## config.mk

```make
export PLATFORM = sky130hd
export DESIGN_NAME = button_chord_detector
export DESIGN_NICKNAME = d
export VERILOG_FILES = /design/src/design/bcd_pkg.sv /design/src/design/bcd_regs.sv /design/src/design/bcd_chord.sv /design/src/design/button_chord_detector.sv
export SDC_FILE = /design/constraint.sdc
export NUM_CORES = 1
export LEC_CHECK = 0
export BUFFER_PORTS_ARGS = -buffer_cell sky130_fd_sc_hd__buf_2
export CAP_MARGIN = 20
export CORE_MARGIN = 1
export CORE_UTILIZATION = 60
export CTS_CLUSTER_DIAMETER = 200
export DETAILED_ROUTE_END_ITERATION = 8
export HOLD_SLACK_MARGIN = 0.15
export PLACE_DENSITY = 0.81
export SLEW_MARGIN = 20
export SYNTH_ARGS = -nofsm -noshare
export SYNTH_HDL_FRONTEND = slang
export SYNTH_SLANG_ARGS = --single-unit
```

## constraint.sdc

```tcl
create_clock -name clk -period 11.5 [get_ports clk]
set_input_delay 2.875 -clock clk [delete_from_list [all_inputs] [get_ports clk]]
set_output_delay 2.875 -clock clk [all_outputs]
set_load 0.05 [all_outputs]
```

## src/design/bcd_pkg.sv

```systemverilog
package bcd_pkg;

  // fixed geometry of the detector
  localparam int CHORDS      = 4;
  localparam int SLOTS       = 4;
  localparam int BUTTON_BITS = 8;
  localparam int WINDOW_BITS = 16;
  localparam int TIME_BITS   = 32;
  localparam int SETUP_W     = SLOTS * BUTTON_BITS + SLOTS + WINDOW_BITS;
  localparam int DATA_W      = 64;
  localparam int ADDR_W      = $clog2(CHORDS) + 3;

  // event kinds
  localparam logic [1:0] CMD_PRESS   = 2'd0;
  localparam logic [1:0] CMD_RELEASE = 2'd1;
  localparam logic [1:0] CMD_TICK    = 2'd2;

  // chord phases
  localparam logic [2:0] PH_IDLE    = 3'd0;
  localparam logic [2:0] PH_PROCESS = 3'd1;
  localparam logic [2:0] PH_BEGIN   = 3'd2;
  localparam logic [2:0] PH_ACTIVE  = 3'd3;
  localparam logic [2:0] PH_FINISH  = 3'd4;

  // one chord's setup register, laid out as the register bits
  typedef struct packed {
    logic [WINDOW_BITS-1:0]            window;
    logic [SLOTS-1:0]                  used;
    logic [SLOTS-1:0][BUTTON_BITS-1:0] codes;
  } setup_t;

  // one chord's running state
  typedef struct packed {
    logic [2:0]           phase;
    logic [SLOTS-1:0]     pressed;
    logic [TIME_BITS-1:0] start;
  } chord_t;

endpackage

```

## src/design/bcd_regs.sv

```systemverilog
module bcd_regs (
  input  logic                        clk,
  input  logic                        rst,
  input  logic                        psel,
  input  logic                        penable,
  input  logic                        pwrite,
  input  logic [bcd_pkg::ADDR_W-1:0]  paddr,
  input  logic [bcd_pkg::DATA_W-1:0]  pwdata,
  output logic [bcd_pkg::DATA_W-1:0]  prdata,
  output logic                        pready,
  output bcd_pkg::setup_t             setup [bcd_pkg::CHORDS]
);

  localparam int IDX_W = bcd_pkg::ADDR_W - 3;

  logic [IDX_W-1:0] idx;
  logic             wr_en;

  assign idx    = paddr[bcd_pkg::ADDR_W-1:3];
  assign wr_en  = psel && penable && pwrite;
  assign pready = 1'b1;

  // setup register file, one 52-bit setup per chord at each 64-bit word address
  always_ff @(posedge clk) begin
    if (rst) begin
      for (int c = 0; c < bcd_pkg::CHORDS; c++) begin
        setup[c] <= '0;
      end
    end else if (wr_en) begin
      setup[idx] <= bcd_pkg::setup_t'(pwdata[bcd_pkg::SETUP_W-1:0]);
    end
  end

  // read back, upper bits zero
  assign prdata = {{(bcd_pkg::DATA_W - bcd_pkg::SETUP_W){1'b0}}, setup[idx]};

endmodule

```

## src/design/bcd_chord.sv

```systemverilog
module bcd_chord (
  input  bcd_pkg::setup_t                  setup,
  input  bcd_pkg::chord_t                  cur,
  input  logic [1:0]                       command,
  input  logic [bcd_pkg::BUTTON_BITS-1:0]  button,
  input  logic [bcd_pkg::TIME_BITS-1:0]    now_ms,
  output bcd_pkg::chord_t                  nxt
);

  logic [bcd_pkg::TIME_BITS-1:0] elapsed;

  assign elapsed = now_ms - cur.start;

  // next state of one chord for one event
  always_comb begin
    nxt = cur;
    case (command)
      bcd_pkg::CMD_PRESS: begin
        // matching slots act in slot order, each on the previous result
        for (int s = 0; s < bcd_pkg::SLOTS; s++) begin
          if (setup.used[s] && (setup.codes[s] == button)) begin
            nxt.pressed[s] = 1'b1;
            if (nxt.phase == bcd_pkg::PH_IDLE) begin
              nxt.start = now_ms;
              nxt.phase = bcd_pkg::PH_PROCESS;
            end else if ((nxt.pressed & setup.used) == setup.used) begin
              nxt.phase = bcd_pkg::PH_BEGIN;
            end
          end
        end
      end
      bcd_pkg::CMD_RELEASE: begin
        for (int s = 0; s < bcd_pkg::SLOTS; s++) begin
          if (setup.used[s] && (setup.codes[s] == button)) begin
            nxt.phase   = (nxt.phase == bcd_pkg::PH_PROCESS) ? bcd_pkg::PH_IDLE
                                                              : bcd_pkg::PH_FINISH;
            nxt.start   = '1;
            nxt.pressed = '0;
          end
        end
      end
      bcd_pkg::CMD_TICK: begin
        case (cur.phase)
          bcd_pkg::PH_BEGIN:  nxt.phase = bcd_pkg::PH_ACTIVE;
          bcd_pkg::PH_FINISH: nxt.phase = bcd_pkg::PH_IDLE;
          bcd_pkg::PH_PROCESS: begin
            // window expired, wrapping time difference
            if (elapsed >= {{(bcd_pkg::TIME_BITS - bcd_pkg::WINDOW_BITS){1'b0}},
                            setup.window}) begin
              nxt.phase   = bcd_pkg::PH_IDLE;
              nxt.pressed = '0;
            end
          end
          default: nxt.phase = cur.phase;
        endcase
      end
      default: nxt = cur;
    endcase
  end

endmodule

```

## src/design/button_chord_detector.sv

```systemverilog
// channel  | handshake                | payload
// ---------+--------------------------+------------------------------------------
// item     | item_valid / item_stall  | command, button, now_ms
// status   | status_valid/status_stall| chord0_status .. chord3_status
// config   | apb psel/penable/pwrite  | paddr (8*i), pwdata/prdata 64 bits
//
// one event per cycle sustained while status_stall is low; a result passes
// through the input register, then the chord update into the status register
// rst is synchronous: all chords idle, no pressed bits, setup registers zero
// a stall on status holds the status register and backs up into item_stall
// only while both the input register and the status register are full
module button_chord_detector (
  input  logic                                clk,
  input  logic                                rst,
  input  logic                                item_valid,
  output logic                                item_stall,
  input  logic [1:0]                          command,
  input  logic [bcd_pkg::BUTTON_BITS-1:0]     button,
  input  logic [bcd_pkg::TIME_BITS-1:0]       now_ms,
  output logic                                status_valid,
  input  logic                                status_stall,
  output logic [2:0]                          chord0_status,
  output logic [2:0]                          chord1_status,
  output logic [2:0]                          chord2_status,
  output logic [2:0]                          chord3_status,
  input  logic                                psel,
  input  logic                                penable,
  input  logic                                pwrite,
  input  logic [bcd_pkg::ADDR_W-1:0]          paddr,
  input  logic [bcd_pkg::DATA_W-1:0]          pwdata,
  output logic [bcd_pkg::DATA_W-1:0]          prdata,
  output logic                                pready
);

  bcd_pkg::setup_t setup [bcd_pkg::CHORDS];
  bcd_pkg::chord_t chord [bcd_pkg::CHORDS];
  bcd_pkg::chord_t chord_next [bcd_pkg::CHORDS];

  logic                            item_full;
  logic [1:0]                      command_q;
  logic [bcd_pkg::BUTTON_BITS-1:0] button_q;
  logic [bcd_pkg::TIME_BITS-1:0]   now_q;
  logic                            advance;
  logic [2:0]                      status [bcd_pkg::CHORDS];

  bcd_regs u_regs (
    .clk     (clk),
    .rst     (rst),
    .psel    (psel),
    .penable (penable),
    .pwrite  (pwrite),
    .paddr   (paddr),
    .pwdata  (pwdata),
    .prdata  (prdata),
    .pready  (pready),
    .setup   (setup)
  );

  // move the held event into the chords when the status register frees up
  assign advance    = item_full && (!status_valid || !status_stall);
  assign item_stall = item_full && !advance;

  // input register
  always_ff @(posedge clk) begin
    if (rst) begin
      item_full <= 1'b0;
    end else if (item_valid && !item_stall) begin
      item_full <= 1'b1;
    end else if (advance) begin
      item_full <= 1'b0;
    end
  end

  always_ff @(posedge clk) begin
    if (item_valid && !item_stall) begin
      command_q <= command;
      button_q  <= button;
      now_q     <= now_ms;
    end
  end

  // per-chord update logic
  for (genvar c = 0; c < bcd_pkg::CHORDS; c++) begin : g_chord
    bcd_chord u_chord (
      .setup   (setup[c]),
      .cur     (chord[c]),
      .command (command_q),
      .button  (button_q),
      .now_ms  (now_q),
      .nxt     (chord_next[c])
    );
  end

  // chord state
  always_ff @(posedge clk) begin
    if (rst) begin
      for (int c = 0; c < bcd_pkg::CHORDS; c++) begin
        chord[c] <= '{phase: bcd_pkg::PH_IDLE, pressed: '0, start: '0};
      end
    end else if (advance) begin
      chord <= chord_next;
    end
  end

  // status register
  always_ff @(posedge clk) begin
    if (rst) begin
      status_valid <= 1'b0;
    end else if (advance) begin
      status_valid <= 1'b1;
    end else if (!status_stall) begin
      status_valid <= 1'b0;
    end
  end

  always_ff @(posedge clk) begin
    if (advance) begin
      for (int c = 0; c < bcd_pkg::CHORDS; c++) begin
        status[c] <= chord_next[c].phase;
      end
    end
  end

  assign chord0_status = status[0];
  assign chord1_status = status[1];
  assign chord2_status = status[2];
  assign chord3_status = status[3];

endmodule

```

# ---- Word level (Yosys, flattened, before mapping)
# Memories as Yosys holds them, arrays and structs flattened.
# Index checks and enable logic that the tools add are counted.
dict set report totals {
  mem_count 1
  latchBits 0
  romBits 0
  ramBits 12
  output_inout_bits 79
  register_bits 408
  inputBits 118
}
dict set report classes {
  multipliers 0
  n_bitwise 17
  n_mux 188
  shift 0
  add_sub_neg 4
  n_lt_le_gt_ge 6
  n_eq_ne 75
  reduce_logical 59
  div_mod_pow 0
}
# name depth word_bits read_ports rd_ports_with_merged_regs wr line
set memory_table {}
lappend memory_table {status 4 3 4 0 4 button_chord_detector.sv:44} ;# logic [2:0] status [bcd_pkg::CHORDS];
# operator n
set op_table {}
lappend op_table {{2-to-1 mux 39 bit} 28}
lappend op_table {{2-to-1 mux 32 bit} 28}
lappend op_table {{2-to-1 mux 33 bit} 8}
lappend op_table {{one-hot mux 32 bit (2 select lines)} 4}
lappend op_table {{2-to-1 mux 3 bit} 72}
lappend op_table {{bitwise mux 208 bit} 1}
lappend op_table {{2-to-1 mux 52 bit} 3}
lappend op_table {{== test 8 bit} 16}
lappend op_table {{greater-or-equal comparator 32 x 16 -> 1 bit} 4}
lappend op_table {{subtractor 32 bit} 4}
lappend op_table {{binary-select mux 52 bit (select 2 bit)} 1}
lappend op_table {{demux 52 bit (select 2 bit)} 1}
lappend op_table {{one-hot mux 7 bit (3 select lines)} 4}
lappend op_table {{AND 4 bit} 16}
lappend op_table {{== test 4 bit} 16}
lappend op_table {{== test 3 x 1 -> 1 bit, second input constant} 16}
lappend op_table {{logical NOT 3 bit} 16}
lappend op_table {{one-hot mux 3 bit (3 select lines)} 4}
lappend op_table {{2-to-1 mux 4 bit} 8}
lappend op_table {{2-to-1 mux 7 bit} 4}
lappend op_table {{inequality test 2 x 1 -> 1 bit, second input constant} 13}
lappend op_table {{AND reduction 6 bit} 4}
lappend op_table {{logical AND 1 bit} 22}
lappend op_table {{2-to-1 mux 1 bit} 22}
lappend op_table {{15 further kinds} 34}

# ---- Logic depth before layout (Yosys ltp)
dict set report logic_depth {
  depth_word 18
  ltp_mapped 22
}

# ---- Modules after synthesis
# Synthesis repeated with hierarchy kept, for this count alone.
dict set report hier_totals {
  hier_cells 3909
  hier_area_um2 33096.7
}
# mod cells_each instances area_per_inst_um2
set modules_own_cells {}
lappend modules_own_cells {bcd_regs 878 1 9593.0}
lappend modules_own_cells {button_chord_detector 740 1 8647.0}
lappend modules_own_cells {{bcd_chord at g_chord[1].u_chord ...} 589 2 3708.6}
lappend modules_own_cells {{bcd_chord at g_chord[3].u_chord} 575 1 3905.0}
lappend modules_own_cells {{bcd_chord at g_chord[0].u_chord} 538 1 3534.6}

# ---- Worst setup path after synthesis
# No wires, ideal clock.
dict set report synth_path {
  kind {input port to output port}
  from {input port paddr[3] in the netlist's numbering}
  to {output port prdata[10] in the netlist's numbering}
  required_time_ps 8625
  arrival_time_ps 4462
  cell_stages 3
  path_slack_ps 4163
  cell_sequence {buf_1 > buf_1 > mux4_2}
}
dict set report synth_via {
  elab_chain_len 4
}
# item line
set synth_lines {}
lappend synth_lines {{start, declared} button_chord_detector.sv:29} ;# input logic [bcd_pkg::ADDR_W-1:0] paddr,
lappend synth_lines {{NOT 2 -> 3 bit (not written as such)} bcd_regs.sv:35} ;# assign prdata = {{(bcd_pkg::DATA_W - bcd_pkg::SETUP_W){1'b0}}, setup[idx]};
lappend synth_lines {{binary-select mux 52 bit (select 2 bit)} bcd_regs.sv:35}
lappend synth_lines {{2-to-1 mux 52 bit (not written as such) (2 in a row)} bcd_regs.sv:35}
lappend synth_lines {{end, declared} button_chord_detector.sv:31} ;# output logic [bcd_pkg::DATA_W-1:0] prdata,
# Every way passes these cells. The select of a mux whose other input is x is not followed.

# ---- Worst setup path after layout
dict set report layout_path {
  from {input port paddr[3] in the netlist's numbering}
  to {output port prdata[49] in the netlist's numbering}
}
# The elaborated chain is that of the path after synthesis.

==> impl_metrics.yaml <==
cts:
  cts_tree: "done"
  worst_skew_pair.late_latency_ns: 0.66
  cts_buffer_depth: 3
  htree_levels: 2
  cts_buffers: 46
  cts_hold_buf: 0
  clk_pin_slew_ns: 0.05
  root_buffer: "clkbuf_16"
  cts_setup_buffers: 0
  cts.sinks: 420
  cts_resized: 0
global_routing:
  grt_start_max_net_pins: 97
  gr-total-overflow: 0
  grt_pass1_wl_microns: 135400
  grt_pass1_vias: 25043
  gr-usage-all-layers_pct: 36.04
  antenna_found_initial: 9
timing:
  tightest_slew_ns: 1.182
  slew_headroom_pct: 20.52
  min_period_ns: 7.770
  max_freq_mhz: 128.7
  finalSetupViolations: 0
  rsz0062_at_grt: "false"
  setup_tns_ns: 0
  hold_viol_final: 0
  fin_crit_sh_pct: 67.56
  slew_violations: 0
  finClkSkew_ns: 0.06894
die:
  dieArea_sq_um: 47790
  io_pins: 197
  core_sq_um: 46460
  die_x_microns: 218.6
  die_h_microns: 218.6
  start_util_pct: 60.60
  row_count: 79
detailed_routing:
  drc: 0
  drt_pass1_iterations: 6
  vias: 26275
  avgRoutedWirePerCell_microns: 21.17
  drtAntennaViolNets: 0
  wirelength_microns: 87070
  viasPerCell: 6.390
  first_iter_violations: 2607
cells_and_area:
  area_growth_pct: 9.325
  final-seq-area_sq_um: 8949
  final_nets: 3770
  multi_input_area_sq_um: 17520
  utilization_pct: 66.25
  layout-drive-gt1-share_pct: 13.36
  fillers: 3900
synth:
  synth_seq_cells: 420
  ys_types: 108
  syn-cell-area_sq_um: 28150
  synth_cells: 3414
  yosysMostFrequentCell: "nand2_1"
  synthArstFlopShare_pct: 0
  post-synth-top-area-fraction_pct: 26.03
  syn_area_per_cell_sq_um: 8.246
  yosys.area.top_type: "dfxtp_1"
  synth_seq_area_share_pct: 31.79
  synth.area.top_cells: "dfxtp_1 26%, ha_1 8.4%, nand2_1 7.8%, a21oi_1 6.8%, edfxtp_1 5.8%"
  synth_enable_flop_cells: 54
  yosys-top-cells-count: "588 x nand2_1, 385 x a21oi_1, 366 x dfxtp_1, 224 x inv_1, 188 x ha_1"
  ys.flop_type: "dfxtp_1"
  synth_warnings: 0
job:
  drv_cap: 0
critical_path:
  cp.arrival_ns: 4.89
  critical-path-top-delay-family: "buffers and inverters"
  cp_cell_sequence: "buf_4 > buf_4 > mux4_2 > buf_2"
  slowest_delay_ns: 0.74
  worst_path_max_delay_cell: "buf_4"
  cp-start-kind: "input port"
  worst_setup_path_end_kind: "output port"
  required_ns: 8.63
  critical_path_class: "in -> out"
  cp.buffers_inverters: 3
  cp_max_fo: 38
  crit_top_cell: "buf_4"
placement:
  place.gp.congestion: 1.014
  dp_hpwl_microns: 62350
  portBuffers: 168
pwr:
  ir_drop_mv: 0.1430
  power_leakage_nw: 11.15
  p_total_mw: 3.805
  p_per_area_nw_per_um2: 123.6
min_path:
  min_path_type: "reg -> reg"
outcome:
  outcome: "completed"
==> cell families (layout without fill, tap and decap cells) <==
| group | Yosys count | in the layout | share of synthesized area, % |
|---|---|---|---|
| compound gates | 978 | 978 | 23.69 |
| xor+xnor | 215 | 215 | 6.689 |
| fa+ha+maj | 195 | 195 | 8.747 |
| buf+inv | 441 | 512 | 6.378 |
| flops | 420 | 420 | 31.79 |
| mux | 64 | 64 | 4.605 |
| other cells | 2 | 22 | 0.02668 |
| simple gates | 1099 | 1099 | 18.08 |
==> where the power goes <==
group | switching [mW] | leakage (nW) | internal (mW) | total (mW)
Clock | 0.670 | 0.757 | 0.885 | 1.56
Sequential | 0.0506 | 3.48 | 1.52 | 1.57
Combinational | 0.422 | 6.91 | 0.258 | 0.680
Total | 1.14 | 11.1 | 2.66 | 3.80
==> per-stage QoR <==
step,cell area [sq um],hold WS (ns),instances,setup slack [ns]
4_1_cts,30750,0.4596,4103,3.689
3_3_place_gp,29160,0.4378,4019,3.710
6_report,30780,0.4581,4112,3.730
5_1_grt,30770,0.4829,4108,3.589
2_1_floorplan,28190,0.4280,3425,4.163
3_5_place_dp,29170,0.4463,4019,3.704
==> worst register-to-register path: cells and delay by family (launching register included) <==
family | cells | cell delay [ns]
flops | 1 | 0.61
compound gates | 10 | 2.44
buf+inv | 1 | 0.20
xor+xnor | 1 | 0.16
simple gates | 5 | 1.06
fa+ha+maj | 3 | 0.99
==> state kept, by name, summed over array words and instances (netlist names) <==
name,count
u_regs.setup,208
chord,156
now_q,32
status,12
button_q,8
command_q,2
item_full,1
status_valid,1
==> cell usage in the layout (no fill, tap or decap), drive strengths merged, types with 68 or more instances in the layout <==
| cell type | count |
|---|---|
| xnor2 | 147 |
| a21oi | 386 |
| nand2 | 589 |
| xor2 | 68 |
| inv | 227 |
| dfxtp | 366 |
| o21ai | 123 |
| ha | 188 |
| buf | 199 |
| nor2 | 154 |
==> worst paths after layout <==
kind	from	endpoint	slack (ns)	cells past startpoint
worst max-delay path	paddr[3]	prdata[49]	3.73	4
worst min-delay path	chord[110]$_SDFFE_PP0P_	chord[110]$_SDFFE_PP0P_	0.46	2
worst max register to register	now_q[0]$_DFFE_PP_	status[2][0]$_DFFE_PP_	5.88	20
worst min register to register	chord[110]$_SDFFE_PP0P_	chord[110]$_SDFFE_PP0P_	0.46	2
==> routing by layer <==
layer | vias to the layer above | track usage, % | routed length [microns]
met5 | - | 0 | 15
met4 | 2 | 22.63 | 5539
met3 | 278 | 5.400 | 7268
met2 | 1235 | 59.23 | 40180
met1 | 12388 | 44.16 | 34060
li1 | 12372 | - | -
==> cell type report <==
class	count	share of cell area, %
repair buffers	199	3.517
multi-input cells	2564	56.93
clock buffers	63	4.179
diodes	9	0.07318
well taps	607	2.468
clock inverters	21	0.9635
inverters	229	2.793
flip-flops and latches	420	29.08
Power figures use the tool's default switching activity.
